--- src/rtl/id3p_pkg.sv ---
`timescale 1ns / 1ps

package id3p_pkg;

  typedef struct packed {
    logic [7:0] data_byte;
    logic       start_of_file;
  } id3p_in_t;

  typedef struct packed {
    logic [1:0] result_type;
    logic [1:0] frame_kind;
    logic [7:0] text_byte;
    logic       last_of_frame;
    logic       last_of_run;
  } id3p_out_t;

  // result_type codes
  localparam logic [1:0] RES_TEXT     = 2'd0;
  localparam logic [1:0] RES_TAG_END  = 2'd1;
  localparam logic [1:0] RES_BAD_SIZE = 2'd2;
  localparam logic [1:0] RES_NO_SIG   = 2'd3;

  // frame kinds; KIND_NONE marks a frame whose payload is skipped
  localparam logic [1:0] KIND_TITLE  = 2'd0;
  localparam logic [1:0] KIND_ARTIST = 2'd1;
  localparam logic [1:0] KIND_ALBUM  = 2'd2;
  localparam logic [1:0] KIND_NONE   = 2'd3;

  localparam logic [31:0] ID_TIT2 = 32'h5449_5432;
  localparam logic [31:0] ID_TPE1 = 32'h5450_4531;
  localparam logic [31:0] ID_TALB = 32'h5441_4C42;

  localparam int unsigned HeaderLen = 10;
  localparam int unsigned TagLenW   = 28;
  localparam logic [6:0]  SyncMask  = 7'h7F;

  typedef enum logic [4:0] {
    PH_WAIT     = 5'b00001,
    PH_TAGHDR   = 5'b00010,
    PH_FRAMEHDR = 5'b00100,
    PH_PAYLOAD  = 5'b01000,
    PH_DONE     = 5'b10000
  } phase_e;

  // "ID3" signature, one byte per header position
  function automatic logic [7:0] sig_byte(input logic [1:0] idx);
    logic [7:0] b;
    unique case (idx)
      2'd0:    b = 8'h49;
      2'd1:    b = 8'h44;
      2'd2:    b = 8'h33;
      default: b = 8'h00;
    endcase
    return b;
  endfunction

  function automatic logic [1:0] kind_of(input logic [31:0] id);
    logic [1:0] k;
    priority if (id == ID_TIT2) k = KIND_TITLE;
    else if (id == ID_TPE1)     k = KIND_ARTIST;
    else if (id == ID_TALB)     k = KIND_ALBUM;
    else                        k = KIND_NONE;
    return k;
  endfunction

endpackage

--- src/rtl/id3p_core.sv ---
`timescale 1ns / 1ps

// Byte-wise parse state. On each accepted byte it updates the state and
// produces zero, one or two results.
module id3p_core (
  input  logic                clk_i,
  input  logic                rst_ni,
  input  logic                accept_i,
  input  id3p_pkg::id3p_in_t  in_i,
  output logic [1:0]          res_cnt_o,
  output id3p_pkg::id3p_out_t res0_o,
  output id3p_pkg::id3p_out_t res1_o
);

  localparam int unsigned TW = id3p_pkg::TagLenW;
  localparam logic [TW-1:0] HLen = TW'(id3p_pkg::HeaderLen);

  id3p_pkg::phase_e phase_q, phase_d, phase_eff;
  logic [3:0]    cnt_q, cnt_d, cnt_eff;
  logic [TW-1:0] tag_len_q, tag_len_d;
  logic [TW-1:0] tag_pos_q, tag_pos_d;
  logic [TW-1:0] room_q, room_d;
  logic [TW-1:0] next_pos_q, next_pos_d;
  logic [TW-1:0] left_q, left_d, left_dec;
  logic [31:0]   fourcc_q, fourcc_d;
  logic [31:0]   frame_len_q, frame_len_d;
  logic [1:0]    kind_q, kind_d;
  logic [TW-1:0] tag_len_new;
  logic [TW:0]   next_end;
  logic [7:0]    b;

  function automatic id3p_pkg::id3p_out_t mk_res(input logic [1:0] t,
                                                input logic [1:0] k,
                                                input logic [7:0] d,
                                                input logic       lof);
    id3p_pkg::id3p_out_t r;
    r.result_type   = t;
    r.frame_kind    = k;
    r.text_byte     = d;
    r.last_of_frame = lof;
    r.last_of_run   = 1'b0;
    return r;
  endfunction

  assign b         = in_i.data_byte;
  assign phase_eff = in_i.start_of_file ? id3p_pkg::PH_TAGHDR : phase_q;
  assign cnt_eff   = in_i.start_of_file ? 4'd0 : cnt_q;

  assign tag_len_new = (cnt_eff >= 4'd6)
                     ? {tag_len_q[TW-8:0], b[6:0] & id3p_pkg::SyncMask} : tag_len_q;
  assign left_dec    = left_q - TW'(1);
  assign next_end    = {1'b0, next_pos_q} + {1'b0, HLen};

  always_comb begin
    phase_d     = phase_q;
    cnt_d       = cnt_q;
    tag_len_d   = tag_len_q;
    tag_pos_d   = tag_pos_q;
    room_d      = room_q;
    next_pos_d  = next_pos_q;
    left_d      = left_q;
    fourcc_d    = fourcc_q;
    frame_len_d = frame_len_q;
    kind_d      = kind_q;
    res_cnt_o   = 2'd0;
    res0_o      = '0;
    res1_o      = '0;

    if (accept_i) begin
      phase_d = phase_eff;
      cnt_d   = cnt_eff;
      unique case (phase_eff)
        id3p_pkg::PH_TAGHDR: begin
          if (cnt_eff < 4'd3 && b != id3p_pkg::sig_byte(cnt_eff[1:0])) begin
            res0_o    = mk_res(id3p_pkg::RES_NO_SIG, 2'd0, 8'd0, 1'b0);
            res_cnt_o = 2'd1;
            phase_d   = id3p_pkg::PH_DONE;
          end else begin
            tag_len_d = tag_len_new;
            cnt_d     = 4'(cnt_eff + 4'd1);
            if (cnt_eff >= 4'd9) begin
              cnt_d     = 4'd0;
              tag_pos_d = '0;
              if (tag_len_new > HLen) begin
                phase_d = id3p_pkg::PH_FRAMEHDR;
              end else begin
                res0_o    = mk_res(id3p_pkg::RES_TAG_END, 2'd0, 8'd0, 1'b0);
                res_cnt_o = 2'd1;
                phase_d   = id3p_pkg::PH_DONE;
              end
            end
          end
        end
        id3p_pkg::PH_FRAMEHDR: begin
          if (cnt_eff < 4'd4) begin
            fourcc_d = {fourcc_q[23:0], b};
          end else if (cnt_eff < 4'd8) begin
            frame_len_d = {frame_len_q[23:0], b};
          end
          cnt_d = 4'(cnt_eff + 4'd1);
          if (cnt_eff >= 4'd9) begin
            cnt_d = 4'd0;
            if (frame_len_q == 32'd0 || frame_len_q > {{(32-TW){1'b0}}, room_q}) begin
              res0_o    = mk_res(id3p_pkg::RES_BAD_SIZE, 2'd0, 8'd0, 1'b0);
              res_cnt_o = 2'd1;
              phase_d   = id3p_pkg::PH_DONE;
            end else begin
              kind_d     = id3p_pkg::kind_of(fourcc_q);
              left_d     = frame_len_q[TW-1:0];
              next_pos_d = tag_pos_q + HLen + frame_len_q[TW-1:0];
              phase_d    = id3p_pkg::PH_PAYLOAD;
            end
          end else begin
            // header bytes leave time to settle the space left in the tag
            room_d = tag_len_q - tag_pos_q - HLen;
          end
        end
        id3p_pkg::PH_PAYLOAD: begin
          left_d = left_dec;
          if (kind_q != id3p_pkg::KIND_NONE) begin
            res0_o    = mk_res(id3p_pkg::RES_TEXT, kind_q, b, left_dec == '0);
            res_cnt_o = 2'd1;
          end
          if (left_dec == '0) begin
            tag_pos_d = next_pos_q;
            kind_d    = 2'd0;
            if (next_end < {1'b0, tag_len_q}) begin
              phase_d = id3p_pkg::PH_FRAMEHDR;
            end else begin
              phase_d = id3p_pkg::PH_DONE;
              if (kind_q != id3p_pkg::KIND_NONE) begin
                res1_o    = mk_res(id3p_pkg::RES_TAG_END, 2'd0, 8'd0, 1'b0);
                res_cnt_o = 2'd2;
              end else begin
                res0_o    = mk_res(id3p_pkg::RES_TAG_END, 2'd0, 8'd0, 1'b0);
                res_cnt_o = 2'd1;
              end
            end
          end
        end
        default: ;
      endcase
      if (res_cnt_o == 2'd1) res0_o.last_of_run = 1'b1;
      if (res_cnt_o == 2'd2) res1_o.last_of_run = 1'b1;
    end
  end

  always_ff @(posedge clk_i or negedge rst_ni) begin
    if (!rst_ni) begin
      phase_q <= id3p_pkg::PH_WAIT;
      cnt_q   <= 4'd0;
    end else begin
      phase_q <= phase_d;
      cnt_q   <= cnt_d;
    end
  end

  always_ff @(posedge clk_i) begin
    tag_len_q   <= tag_len_d;
    tag_pos_q   <= tag_pos_d;
    room_q      <= room_d;
    next_pos_q  <= next_pos_d;
    left_q      <= left_d;
    fourcc_q    <= fourcc_d;
    frame_len_q <= frame_len_d;
    kind_q      <= kind_d;
  end

endmodule

--- src/rtl/id3p_fifo.sv ---
`timescale 1ns / 1ps

// Result queue: takes up to two results per cycle, hands out one.
module id3p_fifo #(
  parameter int unsigned DEPTH = 4
) (
  input  logic                clk_i,
  input  logic                rst_ni,
  input  logic [1:0]          push_cnt_i,
  input  id3p_pkg::id3p_out_t push0_i,
  input  id3p_pkg::id3p_out_t push1_i,
  output logic                room2_o,
  output logic                out_valid_o,
  input  logic                out_ready_i,
  output id3p_pkg::id3p_out_t out_data_o
);

  localparam int unsigned PW = (DEPTH > 1) ? $clog2(DEPTH) : 1;
  localparam int unsigned CW = $clog2(DEPTH + 1);
  localparam logic [PW-1:0] LastIdx = PW'(DEPTH - 1);

  id3p_pkg::id3p_out_t mem_q [DEPTH];
  logic [PW-1:0] wr_ptr_q, rd_ptr_q, wr_ptr1, wr_ptr2;
  logic [CW-1:0] cnt_q;
  logic          pop;

  function automatic logic [PW-1:0] inc(input logic [PW-1:0] p);
    return (p == LastIdx) ? '0 : PW'(p + PW'(1));
  endfunction

  assign wr_ptr1     = inc(wr_ptr_q);
  assign wr_ptr2     = inc(wr_ptr1);
  assign pop         = out_valid_o && out_ready_i;
  assign out_valid_o = cnt_q != '0;
  assign out_data_o  = mem_q[rd_ptr_q];
  assign room2_o     = cnt_q <= CW'(DEPTH - 2);

  always_ff @(posedge clk_i or negedge rst_ni) begin
    if (!rst_ni) begin
      wr_ptr_q <= '0;
      rd_ptr_q <= '0;
      cnt_q    <= '0;
    end else begin
      if (push_cnt_i == 2'd1) wr_ptr_q <= wr_ptr1;
      if (push_cnt_i == 2'd2) wr_ptr_q <= wr_ptr2;
      if (pop) rd_ptr_q <= inc(rd_ptr_q);
      cnt_q <= CW'(cnt_q + CW'(push_cnt_i) - CW'(pop));
    end
  end

  always_ff @(posedge clk_i) begin
    if (push_cnt_i != 2'd0) mem_q[wr_ptr_q] <= push0_i;
    if (push_cnt_i == 2'd2) mem_q[wr_ptr1]  <= push1_i;
  end

endmodule

--- src/rtl/id3v2_text_frame_parser_top.sv ---
`timescale 1ns / 1ps
// With an empty queue the first result of a byte is offered on out_valid_o in
// the cycle after the byte is accepted, a second one once the first is taken.
// Throughput: one byte per cycle while in_ready_o is high; a byte yields at most
// two results, and the result queue of FIFO_DEPTH entries drains one per cycle
// while out_ready_i is high, so in_ready_o drops only while fewer than two entries are free.
// Reset: rst_ni, asynchronous active low, empties the queue and waits for a
// byte flagged start_of_file before parsing.
module id3v2_text_frame_parser_top #(
  parameter int unsigned FIFO_DEPTH = 4
) (
  input  logic                clk_i,
  input  logic                rst_ni,
  input  logic                in_valid_i,
  output logic                in_ready_o,
  input  id3p_pkg::id3p_in_t  in_data_i,
  output logic                out_valid_o,
  input  logic                out_ready_i,
  output id3p_pkg::id3p_out_t out_data_o
);

  logic                accept;
  logic [1:0]          res_cnt;
  id3p_pkg::id3p_out_t res0, res1;

  assign accept = in_valid_i && in_ready_o;

  id3p_core u_core (
    .clk_i     (clk_i),
    .rst_ni    (rst_ni),
    .accept_i  (accept),
    .in_i      (in_data_i),
    .res_cnt_o (res_cnt),
    .res0_o    (res0),
    .res1_o    (res1)
  );

  id3p_fifo #(
    .DEPTH (FIFO_DEPTH)
  ) u_fifo (
    .clk_i       (clk_i),
    .rst_ni      (rst_ni),
    .push_cnt_i  (res_cnt),
    .push0_i     (res0),
    .push1_i     (res1),
    .room2_o     (in_ready_o),
    .out_valid_o (out_valid_o),
    .out_ready_i (out_ready_i),
    .out_data_o  (out_data_o)
  );

endmodule

--- config.mk ---
export PLATFORM = sky130hd
export DESIGN_NAME = id3v2_text_frame_parser_top
export DESIGN_NICKNAME = d
export VERILOG_FILES = /design/src/rtl/id3p_pkg.sv /design/src/rtl/id3p_core.sv /design/src/rtl/id3p_fifo.sv /design/src/rtl/id3v2_text_frame_parser_top.sv
export SDC_FILE = /design/constraint.sdc
export NUM_CORES = 1
export LEC_CHECK = 0
export ABC_AREA = 1
export BUFFER_PORTS_ARGS = -buffer_cell sky130_fd_sc_hd__clkbuf_2
export CAP_MARGIN = 20
export CORE_MARGIN = 3
export CORE_UTILIZATION = 40
export DETAILED_ROUTE_END_ITERATION = 7
export GPL_ROUTABILITY_DRIVEN = 0
export PLACE_DENSITY = 0.66
export RECOVER_POWER = 25
export SETUP_SLACK_MARGIN = 0.02
export SLEW_MARGIN = 30
export SYNTH_ARGS = -nofsm -noshare
export SYNTH_HDL_FRONTEND = slang
export SYNTH_HIERARCHICAL = 1
export SYNTH_SLANG_ARGS = --single-unit
--- constraint.sdc ---
create_clock -name clk_i -period 5.3 [get_ports clk_i]
set_input_delay 0.53 -clock clk_i [delete_from_list [all_inputs] [get_ports clk_i]]
set_output_delay 0.53 -clock clk_i [all_outputs]
set_load 0.005 [all_outputs]
==> metrics.yaml <==
status:
  outcome: "finished with violations"
  violations_in_the_final_reports: "max-capacitance violations, max-slew violations"
yosys:
  post_synth_num_cell_types: 57
  netlist_area_mm2: 0.0184
  synth_largest_area_cell: "sky130_fd_sc_hd__edfxtp_1"
  synthTopCellsByArea: "sky130_fd_sc_hd__edfxtp_1 43%, sky130_fd_sc_hd__ha_1 13%, sky130_fd_sc_hd__nand2_1 8.0%"
  avgSynthCellArea_um2: 8.75
  synth_cells: 2106
  synth_edf_count: 262
  ys_warn_count: 6
  postSynth.topFlopCell: "sky130_fd_sc_hd__edfxtp_1"
  asyncSetResetFlopFracSynth_pct: 5.76
  synth.yosys.seq_area_share_pct: 44.9
  synth_top_cells_by_count: "392 x sky130_fd_sc_hd__nand2_1, 325 x sky130_fd_sc_hd__inv_1, 262 x sky130_fd_sc_hd__edfxtp_1, 251 x sky130_fd_sc_hd__nor2_1, 185 x sky130_fd_sc_hd__ha_1"
  synth_seq_cells: 278
  synth_most_common_cell: "sky130_fd_sc_hd__nand2_1"
  yosysTopAreaCellShare_pct: 42.7
routing:
  drc_errors: 0
  first_pass_detailed_route_iteration_total: 6
  detailed_route_vias_per_instance: 5.19
  route.vias.total: 14400
  wl_per_cell_um: 16.5
  wl_um: 45800
  first_iter_violations: 1195
  detail-route-antenna-nets: 0
critical_path:
  worstSetupPathType: "reg2reg"
  cp-start-kind: "register"
  r2r_setup_slack_ps: 480
  timing.reg2reg.worst_path_depth: 31
  critical_path.endpoint_type: "register"
  worst-endpoint-required_ps: 5580
  worst_r2r_startpoint: "u_core/next_pos_q[2]$_DFFE_PP_"
  worst_path_fanout_max: 28
  critical_path.reg2reg.endpoint: "u_fifo/mem_q[1][7]$_DFFE_PP_"
  critical-path-slowest-cell: "sky130_fd_sc_hd__edfxtp_1"
  critPathMaxStageDelay_ps: 380
  crit_top_cell: "sky130_fd_sc_hd__nor2_1"
  critPathArrivalTime_ps: 5100
layout:
  num-nets-final: 2355
  synthToLayoutAreaGrowth_pct: 9.99
  drive_gt1_share_pct: 6.52
  antenna_cells: 0
floorplan:
  chipWidth_um: 221
  die_height_um: 221
  placementRows: 78
  floorplan.core_area_mm2: 0.0455
  starting_density_of_the_core_pct: 40.5
  die_area_mm2: 0.0487
  io_pins: 29
power:
  swShare_pct: 32.8
  power_leakage_nw: 8.59
  cell_internal_pwr_w: 0.00473
  power.ir.vdd_worst_mv: 0.208
  power.share.combinational_pct: 28.1
  net_load_switching_power_w: 0.00231
  power.density_mw_per_mm2: 347
  seqPwrFrac_pct: 38.9
  power_frac_clock_pct: 33.0
global_route:
  grtUsageTotal_pct: 19.0
  grt_first_pass_wirelength_um: 72700
  overflow: 0
  number_of_antenna_violations_at_the_first_check_in_global_routing: 0
  grt_start_max_net_pins: 49
  first_global_vias: 13900
sta:
  grt_setup_unrepaired: "false"
  timing.final.setup_violations: 0
  relSlewSlack_pct: -15.8
  hold-worst-slack_ps: 291
  timing.final.hold_violations: 0
  post-route-worst-setup-slack_ps: 480
  finalClockSkew_ps: 20.9
  final.period_utilization_pct: 90.9
  setup-tns-final_ps: 0
  max_freq_ghz: 0.207
  max_slew.worst_pin.slew_ps: 1740
  report.final.slew_viol_count: 70
  period_needed_ps: 4820
placed_design:
  preCtsSetupSlack_ps: 415
  place.port_buffers: 28
  detailedPlacementHpwl_um: 35400
clocking:
  clock_tree.htree_level_count: 2
  cts.reportedPaths.clkPinSlew_ps: 60
  cts.sink_count: 278
  cts.root.buffer_cell: "sky130_fd_sc_hd__clkbuf_16"
  cts_tree: "done"
  worst_skew_pair_latency_ps: 550
  cts.path.max_buffers: 3
  post-cts-setup-buffers: 0
  number_of_buffers_created_by_cts: 34
min_path:
  min_delay_path_depth: 2
  min_to: "u_core/phase_q[0]$_DFFE_PN1P_"
  worst_hold_path_type: "in2reg"
  min_from: "in_data_i[0]"
job:
  timing.max_cap.violations: 2
worst max-delay path: cells and delay by family, from the launching register on:
family | cells | cell delay (ps)
and+or+nand+nor | 19 | 2150
DFF | 1 | 380
xor gates and xnor gates | 1 | 180
AOI/OAI and AO/OA | 2 | 300
adders and majority gates | 4 | 1030
buffers and inverters | 5 | 500
kinds of logic after synthesis:
family	Yosys count	share of synthesized area, %
adders and majority gates	188	12.9
other	1	0.0203
AOI/OAI and AO/OA	345	10.3
buffers and inverters	381	8.74
xor gates and xnor gates	86	4.09
and+or+nand+nor	827	19.1
DFF	278	44.9
worst max-delay path by stage:
stage	slack (ps)	start	endpoint
finish	480	u_core/next_pos_q[2]$_DFFE_PP_	u_fifo/mem_q[1][7]$_DFFE_PP_
global route	20	u_core/next_pos_q[2]$_DFFE_PP_	u_fifo/mem_q[0][6]$_DFFE_PP_
CTS	380	u_core/next_pos_q[2]$_DFFE_PP_	u_fifo/mem_q[0][6]$_DFFE_PP_
detailed placement	410	u_core/next_pos_q[1]$_DFFE_PP_	u_fifo/mem_q[1][7]$_DFFE_PP_
global placement	550	u_core/next_pos_q[1]$_DFFE_PP_	u_fifo/mem_q[0][3]$_DFFE_PP_
floorplan	460	u_core/next_pos_q[1]$_DFFE_PP_	u_fifo/mem_q[3][0]$_DFFE_PP_
power by group through the flow:
stage | Combinational [W] | Sequential [W] | Clock [W]
finish | 0.00198 | 0.00273 | 0.00232
global route | 0.00225 | 0.00275 | 0.00246
CTS | 0.00198 | 0.00273 | 0.00238
detailed placement | 0.00196 | 0.00278 | 0
global placement | 0.00193 | 0.00277 | 0
floorplan | 0.00147 | 0.00275 | 0
flip-flops by register name, summed over array words and instances, names as in the netlist:
name	cells
u_core/cnt_q	4
u_core/fourcc_q	32
u_core/frame_len_q	32
u_core/kind_q	2
u_core/left_q	28
u_core/next_pos_q	28
u_core/phase_q	5
u_core/room_q	28
u_core/tag_len_q	28
u_core/tag_pos_q	28
u_fifo/cnt_q	3
u_fifo/mem_q	56
u_fifo/rd_ptr_q	2
u_fifo/wr_ptr_q	2
what timing repair did:
action	in CTS	in global routing
setup endpoints to repair	0	112
hold buffers	1	0
endpoints found under the hold margin	15	0
gates resized for setup	0	3
through the flow:
| stage | total power, W | instance area, µm² | utilization, % | cells |
|---|---|---|---|---|
| 5_1_grt | 0.00746 | 20300 | 44.6 | 2777 |
| 6_report | 0.00704 | 20300 | 44.6 | 2777 |
| 3_5_place_dp | 0.00474 | 19200 | 42.2 | 2717 |
| 2_1_floorplan | 0.00422 | 18500 | - | 2117 |
| 4_1_cts | 0.00709 | 20300 | 44.6 | 2777 |
| 3_3_place_gp | 0.00470 | 19200 | 42.2 | 2717 |
cell usage in the layout, fill, tap and decap left out, drive strengths merged, types with 2 or more instances in the layout:
cell type,instances
a21o,4
nor3,35
nand2,403
ha,185
inv,332
nor4,15
dfrtp,15
nor2,262
clkinv,8
o21a,3
edfxtp,262
o21bai,6
buf,19
or2,2
nand4,32
a21oi,97
nand3b,7
conb,12
fa,3
o22ai,3
nand3,66
a211oi,3
clkbuf,75
xnor2,33
bufinv,4
o31ai,2
xor2,53
o21ai,200
o211ai,3
a31oi,19
clkinvlp,2
area by class of cell:
class / count / area, µm²
flip-flops and latches: 278 / 8270
clock inverters: 14 / 193
fillers: 4355 / 25200
clock buffers: 45 / 913
multi-input cells: 1458 / 8620
repair buffers: 50 / 283
well taps: 600 / 751
inverters: 332 / 1250
per-layer routing:
metal  global-route usage, %  wire length [µm]  vias to the layer above  share of wire [%]
met1                    25.2             19900                     6706                 44
met4                    9.26              2000                        0                4.4
li1                        -                 -                     7126                  -
met3                    2.24              2850                      102                6.2
met5                       0                 0                        -                  0
met2                    31.1             21000                      469                 46
(Power assumes the default switching activity.)
